==> src/rtl/snfa_pkg.sv <==
// Shared types, constants and helper functions of the spring network force accumulator.
// Used by every module of the block; depends on nothing else.
`timescale 1ns / 1ps

package snfa_pkg;

  localparam int NodeCount = 64;
  localparam int AddrW     = $clog2(NodeCount);
  localparam int NodeW     = 6;
  localparam int CoordW    = 32;
  localparam int KW        = 32;
  localparam int ForceW    = 48;
  localparam int StatW     = 2;
  localparam int CmdW      = 2;
  localparam int MagW      = 34;
  localparam int SqW       = 2 * MagW;
  localparam int SqInW     = 70;
  localparam int RootW     = 35;
  localparam int KProdW    = KW + RootW;
  localparam int TenW      = 47;
  localparam int TenLoW    = 24;
  localparam int NumW      = TenW + MagW;
  localparam int RoundSh   = 20;

  localparam logic [CmdW-1:0] CMD_WRITE  = 2'd0;
  localparam logic [CmdW-1:0] CMD_CLEAR  = 2'd1;
  localparam logic [CmdW-1:0] CMD_SPRING = 2'd2;
  localparam logic [CmdW-1:0] CMD_READ   = 2'd3;

  localparam logic [StatW-1:0] ST_OK       = 2'd0;
  localparam logic [StatW-1:0] ST_ZERO_LEN = 2'd1;
  localparam logic [StatW-1:0] ST_SAT      = 2'd2;

  typedef enum logic [2:0] {
    OP_NOP,
    OP_WRITE,
    OP_CLEAR,
    OP_SPRING,
    OP_READ
  } op_e;

  typedef enum logic [3:0] {
    S_IDLE,
    S_READ,
    S_VEC,
    S_SQUARE,
    S_SUM,
    S_ROOT,
    S_TENSION,
    S_ROUND,
    S_PROD,
    S_PSUM,
    S_DIV,
    S_WR_A,
    S_WR_B,
    S_DONE
  } state_e;

  typedef struct packed {
    op_e                      op;
    logic [AddrW-1:0]         a;
    logic [AddrW-1:0]         b;
    logic signed [CoordW-1:0] pos_x;
    logic signed [CoordW-1:0] pos_y;
    logic signed [CoordW-1:0] disp_x;
    logic signed [CoordW-1:0] disp_y;
    logic [KW-1:0]            k;
  } item_t;

  typedef struct packed {
    logic signed [CoordW-1:0] px;
    logic signed [CoordW-1:0] py;
    logic signed [CoordW-1:0] ux;
    logic signed [CoordW-1:0] uy;
  } geo_t;

  typedef struct packed {
    logic signed [ForceW-1:0] fx;
    logic signed [ForceW-1:0] fy;
  } frc_t;

  typedef struct packed {
    logic signed [ForceW-1:0] val;
    logic                     hit;
  } sat_t;

  function automatic logic [AddrW-1:0] to_addr(input logic [NodeW-1:0] n);
    logic [11:0] w;
    w = {6'b0, n};
    return w[AddrW-1:0];
  endfunction

  function automatic logic in_range(input logic [NodeW-1:0] n);
    return {7'b0, n} < 13'(NodeCount);
  endfunction

  function automatic logic [MagW-1:0] mag(input logic signed [MagW-1:0] v);
    logic signed [MagW-1:0] n;
    n = -v;
    return v[MagW-1] ? n : v;
  endfunction

  function automatic sat_t sat48(input logic signed [ForceW:0] v);
    sat_t r;
    if (v[ForceW] != v[ForceW-1]) begin
      r.hit = 1'b1;
      r.val = v[ForceW] ? {1'b1, {(ForceW-1){1'b0}}} : {1'b0, {(ForceW-1){1'b1}}};
    end else begin
      r.hit = 1'b0;
      r.val = v[ForceW-1:0];
    end
    return r;
  endfunction

endpackage

==> src/rtl/snfa_front.sv <==
// Front end: accepts input beats, classifies the command and checks node indexes.
// Holds classified items in a two-entry queue for the back end; uses snfa_pkg.
`timescale 1ns / 1ps

module snfa_front (
  input  logic                             clk_i,
  input  logic                             rst_ni,
  input  logic                             in_valid_i,
  output logic                             in_ready_o,
  input  logic [snfa_pkg::CmdW-1:0]        cmd_i,
  input  logic [snfa_pkg::NodeW-1:0]       node_a_i,
  input  logic [snfa_pkg::NodeW-1:0]       node_b_i,
  input  logic signed [snfa_pkg::CoordW-1:0] pos_x_i,
  input  logic signed [snfa_pkg::CoordW-1:0] pos_y_i,
  input  logic signed [snfa_pkg::CoordW-1:0] disp_x_i,
  input  logic signed [snfa_pkg::CoordW-1:0] disp_y_i,
  input  logic [snfa_pkg::KW-1:0]          stiffness_i,
  output logic                             q_valid_o,
  input  logic                             q_ready_i,
  output snfa_pkg::item_t                  q_item_o
);

  snfa_pkg::item_t item_c;
  snfa_pkg::item_t fifo_q [2];
  logic            wr_ptr_q, wr_ptr_d;
  logic            rd_ptr_q, rd_ptr_d;
  logic [1:0]      cnt_q, cnt_d;
  logic            push, pop;

  always_comb begin
    item_c.a      = snfa_pkg::to_addr(node_a_i);
    item_c.b      = snfa_pkg::to_addr(node_b_i);
    item_c.pos_x  = pos_x_i;
    item_c.pos_y  = pos_y_i;
    item_c.disp_x = disp_x_i;
    item_c.disp_y = disp_y_i;
    item_c.k      = stiffness_i;
    unique case (cmd_i)
      snfa_pkg::CMD_WRITE: begin
        item_c.op = snfa_pkg::in_range(node_a_i) ? snfa_pkg::OP_WRITE : snfa_pkg::OP_NOP;
      end
      snfa_pkg::CMD_CLEAR: begin
        item_c.op = snfa_pkg::OP_CLEAR;
      end
      snfa_pkg::CMD_SPRING: begin
        item_c.op = (snfa_pkg::in_range(node_a_i) && snfa_pkg::in_range(node_b_i))
                    ? snfa_pkg::OP_SPRING : snfa_pkg::OP_NOP;
      end
      default: begin
        item_c.op = snfa_pkg::in_range(node_a_i) ? snfa_pkg::OP_READ : snfa_pkg::OP_NOP;
      end
    endcase
  end

  assign in_ready_o = (cnt_q != 2'd2);
  assign q_valid_o  = (cnt_q != 2'd0);
  assign q_item_o   = fifo_q[rd_ptr_q];
  assign push       = in_valid_i && in_ready_o;
  assign pop        = q_valid_o && q_ready_i;

  always_comb begin
    wr_ptr_d = push ? ~wr_ptr_q : wr_ptr_q;
    rd_ptr_d = pop ? ~rd_ptr_q : rd_ptr_q;
    cnt_d    = cnt_q + {1'b0, push} - {1'b0, pop};
  end

  always_ff @(posedge clk_i or negedge rst_ni) begin
    if (!rst_ni) begin
      wr_ptr_q <= 1'b0;
      rd_ptr_q <= 1'b0;
      cnt_q    <= 2'd0;
    end else begin
      wr_ptr_q <= wr_ptr_d;
      rd_ptr_q <= rd_ptr_d;
      cnt_q    <= cnt_d;
    end
  end

  always_ff @(posedge clk_i) begin
    if (push) begin
      fifo_q[wr_ptr_q] <= item_c;
    end
  end

endmodule

==> config.mk <==
export PLATFORM = sky130hd
export DESIGN_NAME = snfa_front
export DESIGN_NICKNAME = d
export VERILOG_FILES = /design/src/rtl/snfa_pkg.sv /design/src/rtl/snfa_front.sv
export SDC_FILE = /design/constraint.sdc
export NUM_CORES = 1
export LEC_CHECK = 0
export BUFFER_PORTS_ARGS = -buffer_cell sky130_fd_sc_hd__buf_2
export CAP_MARGIN = 20
export CORE_MARGIN = 3
export CORE_UTILIZATION = 30
export CTS_BUF_LIST = sky130_fd_sc_hd__clkbuf_4
export DETAILED_ROUTE_END_ITERATION = 8
export HOLD_SLACK_MARGIN = 0.12
export SETUP_SLACK_MARGIN = 0.4
export SKIP_LAST_GASP = 1
export SLEW_MARGIN = 20
export SYNTH_ARGS = -nofsm -noshare
export SYNTH_HDL_FRONTEND = slang
export SYNTH_SLANG_ARGS = --single-unit
export TNS_END_PERCENT = 30
==> constraint.sdc <==
create_clock -name clk_i -period 8.32 [get_ports clk_i]
set_clock_uncertainty 0.05 [all_clocks]
set_input_delay 0.416 -clock clk_i [delete_from_list [all_inputs] [get_ports clk_i]]
set_output_delay 0.416 -clock clk_i [all_outputs]
set_load 0.005 [all_outputs]
# After elaboration in Yosys (flattened, before gate mapping)

Memory sizes are Yosys's and may differ from the RTL's.
Index checks and enable logic that the tools add are counted.

Muxes and demuxes: 3
Eq/ne operators: 3
Reductions and logical operators: 4
Bitwise gates (word level): 2
$add $sub $neg: 2

Operator list:

| cell                                                | number |
|---|---|
| one-hot mux 3 bit (3 select lines)                  | 1 |
| adder 2 x 1 -> 2 bit                                | 1 |
| equality test 2 x 1 -> 1 bit, second input constant | 1 |
| equality test 2 bit, second input constant          | 1 |
| logical AND 1 bit                                   | 2 |
| zero test 2 bit                                     | 1 |
| two-way mux 1 bit                                   | 2 |
| != test 2 bit, second input constant                | 1 |
| inverter 1 bit                                      | 2 |
| nonzero test 2 bit                                  | 1 |
| subtractor 2 x 1 -> 2 bit                           | 1 |

RAM bits: 350
Flip-flop bits (word level): 4
Word-level logic and storage cells: 18
Output and inout bits: 177
Input bits: 178
Memories: 1

Memories:

| memory | words | width | read ports | clocked after Yosys merged registers in | wr ports | RTL line         | RTL |
|---|---|---|---|---|---|---|---|
| fifo_q | 2     | 175   | 1          | 0                                       | 1        | snfa_front.sv:24 | `snfa_pkg::item_t fifo_q [2];` |

# Logic depth before layout (Yosys ltp)

Gate-level depths: netlist of run 1.

Depth in word-level cells: 4
Depth in mapped cells: 5
Depth with buffers taken out: 5

# Worst setup path after synthesis of run 1

Ideal clock, no wire load.

Kind: register to register
Start: register cnt_q[0]
End: memory fifo_q[0][0] in the netlist's numbering (enable)
Setup time: 0.712 ns
Data required time: 7.558 ns
Slack: -0.376 ns
Data arrival time: 7.934 ns
Clock period less this slack: 8.696 ns
Cell stages (with the launch flop): 4
Buffers on the path: 0
Cells stage by stage: dfrtp_1 > nand2b_1 > nand2_1 > nor2_1

Word-level cells in the longest chain between the ends: 4

RTL lines:

| item                                    | RTL line         | RTL |
|---|---|---|
| start, declared                         | snfa_front.sv:27 | `logic [1:0] cnt_q, cnt_d;` |
| start signal, assigned                  | snfa_front.sv:75 | `cnt_q <= cnt_d;` |
| != test 2 bit                           | snfa_front.sv:55 | `assign in_ready_o = (cnt_q != 2'd2);` |
| net in_ready_o                          | snfa_front.sv:9  | `output logic in_ready_o,` |
| logical AND 1 bit                       | snfa_front.sv:58 | `assign push = in_valid_i && in_ready_o;` |
| two-way mux 1 bit                       | snfa_front.sv:80 | `if (push) begin` |
| two-way mux 1 bit (implied by the code) | snfa_front.sv:81 | `fifo_q[wr_ptr_q] <= item_c;` |
| end, declared                           | snfa_front.sv:24 |  |

The timed path passes the listed nets, and every way through them passes these cells.

==> results.sh, run 1 <==
export IMPL_status="complete, no violations"
export IMPL_hold_path_class="in2reg"
export IMPL_synthesis_area_sq_um=13000
export IMPL_slew_violations=0
export IMPL_rows=75
export IMPL_p_per_area_nw_per_um2=305
export IMPL_synth_warnings=0
export IMPL_rsz0062_at_grt="no"
export IMPL_slew_headroom=0.316
export IMPL_tritoncts="built"
export IMPL_p_total_mw=5.59
export IMPL_grt_overflow=0
export IMPL_busiest_layer="met2"
export IMPL_synthSimpleGateAreaFrac=0.00492
export IMPL_via_count=7577
export IMPL_numCtsBuffers=95
export IMPL_finalCritPeriodShare=0.439
export IMPL_layout_cells_non_filler=1846
export IMPL_p_int_mw=4.00
export IMPL_tightest_slew_ps=1030
export IMPL_fmax_mhz=274
export IMPL_io_buffers=354
export IMPL_cp_arrival_ps=3180
export IMPL_drcViolationCount=0
export IMPL_cap_violations=0
export IMPL_ys_ff_latch=354
export IMPL_dp_cells=1490
export IMPL_first_pass_iters=4
export IMPL_p_sw_mw=1.59
export IMPL_required_ps=7850
export IMPL_ys_seq_area_frac=0.819
export IMPL_core_area_sq_um=42300
export IMPL_grt_pass1_vias=8308
export IMPL_synth_fp_nets=754
export IMPL_tns_ps=0
export IMPL_grt_met2_usage=0.206
export IMPL_syn_avg_cell_area_sq_um=22.7
export IMPL_crit_fanout=64
export IMPL_wl_per_cell_microns=15.7
export IMPL_end_kind="output port"
export IMPL_start_kind="flop"
export IMPL_clkSlewWorstSetupHoldPaths_ps=70
export IMPL_clkPwrFrac=0.266
export IMPL_pwr_share_seq=0.461
export IMPL_yosysTopAreaCellShare=0.811
export IMPL_drive_gt1_frac=0.546
export IMPL_leakage_nw=6.97
export IMPL_die_height_microns=214
export IMPL_synth_top_family_by_area="multiplexers"
export IMPL_postRouteWirelength_microns=29000
export IMPL_synth_area_leader_cell="edfxtp_1"
export IMPL_synth_compound_area_share=0.00222
export IMPL_synth_area_leaders="edfxtp_1 81%, mux2_2 15%, buf_6 1.4%"
export IMPL_yosys_area_share_xor_xnor=0.00203
export IMPL_grt_use_total=0.123
export IMPL_cts_htree_levels=3
export IMPL_area_growth_pct=41.5
export IMPL_root_buffer="clkbuf_4"
export IMPL_period_minus_slack_ps=3650
export IMPL_grt_max_degree=73
export IMPL_ant_nets=0
export IMPL_fill_cells=3822
export IMPL_ir_worst_vdd_v=0.000296
export IMPL_syn_inst=572
export IMPL_antenna_found_initial=2
export IMPL_drt_first_iter_violations=263
export IMPL_synth_adder_area_share=0.00386
export IMPL_die_area_sq_um=45700
export IMPL_viasPerCell=4.10
export IMPL_sw_frac_of_total=0.284
export IMPL_numClockSinks=354
export IMPL_synth_distinct_cells=18
export IMPL_ios=355
export IMPL_globalplace_congestion=0.696
export IMPL_layout_nets=1371
export IMPL_layout_commonest_cell="buf_2"
export IMPL_clk_latency_ps=750
export IMPL_initial_core_util=0.306
export IMPL_crit_type="reg2out"
export IMPL_p_comb_frac=0.273
export IMPL_layout_common_cells="354 x buf_2, 350 x edfxtp_1, 179 x dlygate4sd3_1, 175 x mux2_2, 138 x clkbuf_4"
export IMPL_finalHoldViolCount=0
export IMPL_met1_usage=0.135
export IMPL_dp_hpwl_microns=17700
export IMPL_die_w_microns=214
export IMPL_synth_mux_area_frac=0.152
export IMPL_clock_path_buffers=3
export IMPL_grt_use_met3=0.0574
export IMPL_grt_pass1_wl_microns=43400
export IMPL_setup_viol=0
-- worst max-delay path: stages, from the launching register on --
cell     delay [ps]
dfrtp_4         960
buf_4           820
mux2_2          420
buf_2           140
-- kinds of logic after synthesis --
logic type	Yosys count
muxes	175
xor gates and xnor gates	3
DFF	354
and+or+nand+nor	11
buffers and inverters	22
adders and majority gates	4
AOI/OAI and AO/OA	3
-- synth_stat cells, drive strengths merged --
cell,count
a21oi,1
a311oi,2
and2b,1
and3,1
and4bb,1
buf,20
dfrtp,4
edfxtp,350
ha,4
inv,2
mux2,175
nand2,2
nand2b,1
nor2,4
or2,1
xnor2,3
-- registers in the layout (all words and copies together), names as in the netlist --
| signal | count |
|---|---|
| cnt_q | 2 |
| wr_ptr_q | 1 |
| rd_ptr_q | 1 |
| fifo_q | 350 |
-- per-layer routing --
| layer | up-vias | share of wire | wire [microns] |
|---|---|---|---|
| met5 | - | 0 | 0 |
| met4 | 0 | 0.024 | 694 |
| met3 | 59 | 0.093 | 2680 |
| met2 | 281 | 0.50 | 14500 |
| met1 | 3631 | 0.38 | 11100 |
| li1 | 3606 | - | - |
-- metrics by stage --
step	instance area (sq um)	util	hold slack, ps	setup slack, ps
floorplan	13000	-	70.4	2580
global placement	15300	0.362	178	5320
detailed placement	15300	0.362	179	5250
CTS	18300	0.433	155	4440
global route	18300	0.433	177	4350
finish	18300	0.433	310	4670
-- power groups by stage --
| stage | logic (mW) | clock network (mW) | registers, mW |
|---|---|---|---|
| after floorplan | 0.944 | 0 | 2.58 |
| after detailed placement | 1.49 | 0 | 2.62 |
| final | 1.53 | 1.49 | 2.58 |
| after global routing | 1.67 | 1.66 | 2.62 |
| after CTS | 1.57 | 1.56 | 2.59 |
| after global placement | 1.49 | 0 | 2.60 |
-- area by class of cell --
type                       count  area (sq um)  area share
inverter                       2          7.51    0.000410
clock inverter                35           175     0.00956
clock buffer                 138          1040      0.0565
timing repair buffer         540          3620       0.197
tap                          577           722      0.0394
antenna                        4          10.0    0.000546
sequential                   354         10600       0.579
multi-input combinational    196          2150       0.117
-- repair_timing --
item                                    CTS  global route
buffers inserted                          0             0
resized for setup                         0             0
endpoints found under the setup margin    0             0
hold buffers                            179             0
endpoints found under the hold margin   375             0
-- worst paths after layout --
| kind | endpoint | cells after the start | startpoint | slack (ps) |
|---|---|---|---|---|
| worst max-delay path | q_item_o[81] | 3 | rd_ptr_q$_DFFE_PN0P_ | 4670 |
| worst min-delay path | fifo_q[0][6]$_DFFE_PP_ | 2 | stiffness_i[6] | 310 |
| worst max register to register | fifo_q[0][56]$_DFFE_PP_ | 5 | cnt_q[0]$_DFF_PN0_ | 5310 |
| worst min register to register | wr_ptr_q$_DFFE_PN0P_ | 1 | wr_ptr_q$_DFFE_PN0P_ | 510 |
| max in group asynchronous | rd_ptr_q$_DFFE_PN0P_ | 3 | rst_ni | 7500 |
| min in group asynchronous | cnt_q[1]$_DFF_PN0_ | 3 | rst_ni | 510 |
Power figures use the tool's default switching activity.
==> run 2: changes to the inputs <==
clock period = 3.5 ns   (was 8.32 ns; I/O delays follow)
==> results.sh, run 2 <==
export IMPL_io_buffers=354
export IMPL_haltStage="4_1_cts"
export IMPL_cts_htree_levels=3
export IMPL_status="aborted with a tool error"
export IMPL_post_cts_buffers=0
export IMPL_dp_hpwl_microns=18100
export IMPL_die_w_microns=214
export IMPL_numCtsBuffers=95
export IMPL_stop_error="[ERROR RSZ-0060] Max buffer count reached."
export IMPL_rows=75
export IMPL_async_reset_ff_frac=0.0113
export IMPL_numClockSinks=354
export IMPL_ios=355
export IMPL_root_buffer="clkbuf_4"
export IMPL_synth_area_leaders="edfxtp_1 81%, mux2_2 15%, buf_6 1.4%"
export IMPL_yosysMostFrequentCell="edfxtp_1"
export IMPL_synth_fp_nets=754
export IMPL_cts_resized=0
export IMPL_ys_seq_area_frac=0.819
export IMPL_clock_path_buffers=3
export IMPL_die_height_microns=214
export IMPL_dp_cells=1498
export IMPL_ys_ff_latch=354
export IMPL_globalplace_congestion=0.707
export IMPL_synth_area_leader_cell="edfxtp_1"
export IMPL_syn_inst=572
export IMPL_synth_distinct_cells=18
export IMPL_yosysTopAreaCellShare=0.811
export IMPL_synth_common_cells="350 x edfxtp_1, 175 x mux2_2, 16 x buf_6"
export IMPL_synth_warnings=0
export IMPL_synthesis_area_sq_um=13000
export IMPL_syn_avg_cell_area_sq_um=22.7
export IMPL_synth_edf_count=350
export IMPL_hold_buffers=333
export IMPL_synth_main_ff_cell="edfxtp_1"
export IMPL_initial_core_util=0.306
run 2: cell families after synthesis:
family	after synthesis	share of synthesized area
XOR/XNOR	3	0.00203
adder cells (fa/ha/maj)	4	0.00386
flip-flops	354	0.819
AO/OA/AOI/OAI	3	0.00222
buffers and inverters	22	0.0160
AND/OR/NAND/NOR	11	0.00493
multiplexers	175	0.152
run 2: stage by stage:
stage / worst slack (ps) / cell area [sq um]
2_1_floorplan: -184 / 13000
3_3_place_gp: 1430 / 15500
3_5_place_dp: 1390 / 15500
==> run 3: changes to the inputs <==
CORE_UTILIZATION = 20   (was 30)
CTS_BUF_LIST = default   (was sky130_fd_sc_hd__clkbuf_4)
HOLD_SLACK_MARGIN = default   (was 0.12)
PLACE_DENSITY_LB_ADDON = 0.15   (was default)
SETUP_SLACK_MARGIN = default   (was 0.4)
==> results.sh, run 3 (synthesis gave the netlist of run 1 again) <==
export IMPL_min_from="disp_x_i[5]"
export IMPL_globalplace_congestion=0.663
export IMPL_tightest_slew_ps=636
export IMPL_io_buffers=354
export IMPL_clk_latency_ps=540
export IMPL_grt_pass1_vias=7942
export IMPL_cts_resized=0
export IMPL_ios=355
export IMPL_grt_met2_usage=0.157
export IMPL_post_cts_buffers=0
export IMPL_postRouteWirelength_microns=32200
export IMPL_fmax_mhz=391
export IMPL_finalHoldViolCount=0
export IMPL_layout_nets=1321
export IMPL_layout_common_cells="354 x buf_2, 350 x edfxtp_1, 179 x dlygate4sd3_1, 175 x mux2_2, 43 x clkbuf_16"
export IMPL_grt_max_degree=83
export IMPL_holdPathStages=2
export IMPL_end_kind="output port"
export IMPL_viasPerCell=3.60
export IMPL_die_area_sq_um=67900
export IMPL_reg_top3="fifo_q (350), cnt_q (2)"
export IMPL_drcViolationCount=0
export IMPL_slew_violations=0
export IMPL_drive_gt1_frac=0.521
export IMPL_crit_fanout=58
export IMPL_cap_violations=0
export IMPL_largest_reg_flops=350
export IMPL_status="complete, no violations"
export IMPL_clock_path_buffers=3
export IMPL_die_height_microns=261
export IMPL_grt_use_total=0.0927
export IMPL_tritoncts="built"
export IMPL_multiInputGateArea_sq_um=2170
export IMPL_crit_type="reg2out"
export IMPL_dp_hpwl_microns=20700
export IMPL_crit_path_top_delay_cell="dfrtp_4"
export IMPL_finalCritPeriodShare=0.730
export IMPL_setup_viol=0
export IMPL_via_count=7267
export IMPL_core_area_sq_um=63500
export IMPL_timing_rr_start="cnt_q[0]$_DFF_PN0_"
export IMPL_hold_path_class="in2reg"
export IMPL_cp_arrival_ps=2330
export IMPL_ir_worst_vdd_v=0.000338
export IMPL_reg2reg_depth=3
export IMPL_layout_commonest_cell="buf_2"
export IMPL_placed_area_sq_um=15800
export IMPL_fin_area_sq_um=18900
export IMPL_seq_area_sq_um=10600
export IMPL_die_w_microns=261
export IMPL_numClockSinks=354
export IMPL_clkSlewWorstSetupHoldPaths_ps=50
export IMPL_rows=92
export IMPL_wl_per_cell_microns=15.9
export IMPL_rsz0062_at_grt="no"
export IMPL_drt_first_iter_violations=245
export IMPL_hold_buffers=179
export IMPL_fill_cells=6447
export IMPL_p_per_area_nw_per_um2=751
export IMPL_period_minus_slack_ps=2560
export IMPL_first_pass_iters=4
export IMPL_grt_use_met3=0.0337
export IMPL_busiest_layer="met2"
export IMPL_area_growth_pct=46.1
export IMPL_worst_path_largest_cell_delay_ps=800
export IMPL_leakage_nw=6.97
export IMPL_grt_pass1_wl_microns=47600
export IMPL_start_kind="flop"
export IMPL_required_ps=3270
export IMPL_tns_ps=0
export IMPL_antenna_found_initial=4
export IMPL_crit_chain="buf_12, mux2_2, buf_2"
export IMPL_hold_path_endpoint="fifo_q[0][69]$_DFFE_PP_"
export IMPL_root_buffer="clkbuf_16"
export IMPL_numCtsBuffers=43
export IMPL_initial_core_util=0.204
export IMPL_r2r_end="fifo_q[1][137]$_DFFE_PP_"
export IMPL_grt_overflow=0
export IMPL_ant_nets=0
export IMPL_regMostFlops="fifo_q"
export IMPL_reg2reg_slack_ps=1470
export IMPL_cts_htree_levels=2
export IMPL_crit_start="rd_ptr_q$_DFFE_PN0P_"
export IMPL_met1_usage=0.109
export IMPL_slew_headroom=0.576
==> run 3: area by class of cell <==
class,instances,area share
sequential,354,0.561
timing repair buffer,542,0.197
multi-input combinational,196,0.114
clock buffer,48,0.0578
tap,846,0.0559
clock inverter,29,0.0131
inverter,2,0.000397
antenna,3,0.000397
==> run 3: routing by layer <==
metal,vias to the layer above,wire length [microns]
met5,-,0
met4,0,774
li1,3435,-
met2,199,15900
met1,3573,13100
met3,60,2500
==> run 3: worst max-delay path by stage <==
stage | slack (ps) | endpoint
2_1_floorplan | -180 | fifo_q[0][0]$_DFFE_PP_
3_3_place_gp | 1400 | fifo_q[1][139]$_DFFE_PP_
3_5_place_dp | 1390 | fifo_q[1][139]$_DFFE_PP_
4_1_cts | 820 | q_item_o[19]
5_1_grt | 810 | q_item_o[142]
6_report | 940 | q_item_o[137]
==> run 3: worst max-delay path, delay by kind of cell (launching register included) <==
kind | cells | cell delay [ps]
flip-flops | 1 | 800
multiplexers | 1 | 400
buffers and inverters | 2 | 510
==> run 3: power by group <==
group,leakage [nW],switching [mW],internal (mW)
clock,0.665,1.69,2.54
sequential,3.30,0.272,5.79
combinational,3.00,1.99,1.93
total,6.97,3.95,10.3
==> run 3: through the flow <==
step | instances | utilization | total power, mW | hold slack (ps) | setup WS, ps
2_1_floorplan | 572 | - | 8.35 | -171 | -184
3_3_place_gp | 1761 | 0.248 | 10.1 | -40.4 | 1400
3_5_place_dp | 1761 | 0.248 | 10.1 | -45.0 | 1390
4_1_cts | 2017 | 0.298 | 14.6 | 238 | 821
5_1_grt | 2018 | 0.298 | 15.1 | 266 | 805
6_report | 2020 | 0.298 | 14.2 | 296 | 945
==> run 4: changes to the inputs <==
clock period = 2.36 ns   (was 3.5 ns; I/O delays follow)
==> results.sh, run 4 (synthesis gave the netlist of run 1 again) <==
export IMPL_grt_max_degree=75
export IMPL_holdPathStages=2
export IMPL_leakage_nw=7.02
export IMPL_pwr_share_seq=0.420
export IMPL_min_from="stiffness_i[17]"
export IMPL_drcViolationCount=0
export IMPL_reg_top3="fifo_q (350), cnt_q (2)"
export IMPL_sw_frac_of_total=0.282
export IMPL_timing_rr_start="cnt_q[0]$_DFF_PN0_"
export IMPL_wl_met1_microns=13200
export IMPL_period_minus_slack_ps=2210
export IMPL_crit_type="reg2out"
export IMPL_clock_path_buffers=3
export IMPL_initial_core_util=0.204
export IMPL_grt_pass1_wl_microns=49300
export IMPL_antenna_found_initial=1
export IMPL_grt_pass1_vias=8082
export IMPL_setup_ws_ps=153
export IMPL_crit_fanout=74
export IMPL_drive_gt1_frac=0.519
export IMPL_io_buffers=354
export IMPL_top_layer="met4"
export IMPL_numClockSinks=354
export IMPL_clkPwrFrac=0.286
export IMPL_p_sw_mw=5.95
export IMPL_slew_headroom=0.596
export IMPL_die_area_sq_um=67900
export IMPL_post_cts_buffers=0
export IMPL_area_growth_pct=46.8
export IMPL_fin_area_sq_um=19000
export IMPL_end_kind="output port"
export IMPL_rows=92
export IMPL_rsz0062_at_grt="no"
export IMPL_grt_use_total=0.0952
export IMPL_ant_nets=0
export IMPL_r2r_end="fifo_q[0][142]$_DFFE_PP_"
export IMPL_p_per_area_nw_per_um2=1110
export IMPL_slew_violations=0
export IMPL_regMostFlops="fifo_q"
export IMPL_p_int_mw=15.1
export IMPL_first_pass_iters=4
export IMPL_dp_hpwl_microns=22100
export IMPL_cp_arrival_ps=2040
export IMPL_root_buffer="clkbuf_16"
export IMPL_ios=355
export IMPL_postRouteWirelength_microns=33000
export IMPL_finalCritPeriodShare=0.935
export IMPL_clk_latency_ps=550
export IMPL_required_ps=2190
export IMPL_placed_area_sq_um=15900
export IMPL_cap_violations=0
export IMPL_core_area_sq_um=63500
export IMPL_fmax_mhz=453
export IMPL_crit_path_top_delay_cell="dfrtp_4"
export IMPL_route_met3_wl_microns=2380
export IMPL_reg2reg_slack_ps=460
export IMPL_finalHoldViolCount=0
export IMPL_clkSlewWorstSetupHoldPaths_ps=60
export IMPL_p_comb_frac=0.293
export IMPL_via_count=7422
export IMPL_grt_overflow=0
export IMPL_start_kind="flop"
export IMPL_tightest_slew_ps=606
export IMPL_setup_viol=0
export IMPL_tritoncts="built"
export IMPL_drt_first_iter_violations=288
export IMPL_preCtsSetupSlack_ps=408
export IMPL_viasPerCell=3.65
export IMPL_largest_reg_flops=350
export IMPL_crit_chain="buf_12, mux2_2, buf_2"
export IMPL_wl_per_cell_microns=16.2
export IMPL_layout_nets=1339
export IMPL_ir_worst_vdd_v=0.000627
export IMPL_hold_path_endpoint="fifo_q[0][17]$_DFFE_PP_"
export IMPL_layout_common_cells="354 x buf_2, 350 x edfxtp_1, 179 x dlygate4sd3_1, 175 x mux2_2, 46 x clkbuf_16"
export IMPL_die_w_microns=261
export IMPL_die_height_microns=261
export IMPL_reg2reg_depth=4
export IMPL_cts_htree_levels=2
export IMPL_worst_path_largest_cell_delay_ps=440
export IMPL_hold_path_class="in2reg"
export IMPL_numCtsBuffers=44
export IMPL_layout_commonest_cell="buf_2"
export IMPL_globalplace_congestion=0.682
export IMPL_dr_wl_met2_microns=16600
export IMPL_status="complete, no violations"
==> run 4: stage by stage <==
step                      hold WS, ps  TNS, ps  std cells  total power [mW]   util
after global placement           -113        0       1778              15.2  0.251
final                             236        0       2033              21.1  0.299
after floorplan                  -228  -385340        572              12.4      -
after global routing              200        0       2032              22.4  0.299
after detailed placement         -109        0       1778              15.2  0.251
after CTS                         171        0       2032              21.7  0.299
==> run 4: metal layers <==
layer,up-vias,GRT usage
met3,59,0.0307
met1,3688,0.111
met5,-,0
li1,3469,-
met2,206,0.164
met4,0,0.0339
==> run 4: how the worst max path moves through the flow <==
stage | cells after the start | slack [ps] | start | endpoint
4_1_cts | 4 | 80 | rd_ptr_q$_DFFE_PN0P_ | q_item_o[29]
3_3_place_gp | 4 | 440 | cnt_q[0]$_DFF_PN0_ | fifo_q[0][144]$_DFFE_PP_
2_1_floorplan | 3 | -1320 | cnt_q[0]$_DFF_PN0_ | fifo_q[0][0]$_DFFE_PP_
3_5_place_dp | 4 | 410 | cnt_q[0]$_DFF_PN0_ | fifo_q[0][142]$_DFFE_PP_
5_1_grt | 4 | 70 | rd_ptr_q$_DFFE_PN0P_ | q_item_o[75]
6_report | 3 | 150 | rd_ptr_q$_DFFE_PN0P_ | q_item_o[172]
==> run 4: timing repair <==
item,CTS,global route
resized for setup,0,0
hold buffers,179,0
endpoints found under the setup margin,0,0
endpoints found under the hold margin,359,0
==> run 4: area by class of cell <==
type	instances	area, sq um
Inverter	2	7.51
Clock buffer	57	1190
Fill cell	6477	44500
Multi-Input combinational cell	196	2170
Sequential cell	354	10600
Tap cell	846	1060
Antenna cell	1	2.50
Timing Repair Buffer	559	3880
Clock inverter	18	91.3
==> run 4: power groups by stage <==
stage               Combinational (mW)  Sequential (mW)  Clock (mW)
global placement                  6.22             8.96           0
floorplan                         3.35             9.04           0
CTS                               6.49             8.88        6.37
global route                      6.77             8.98        6.63
detailed placement                6.20             9.01           0
finish                            6.19             8.86        6.04
==> run 4: critical path, delay by kind of cell, from the launching register on <==
kind,cells,cell delay (ps)
buffers and inverters,2,420
muxes,1,410
DFF,1,440
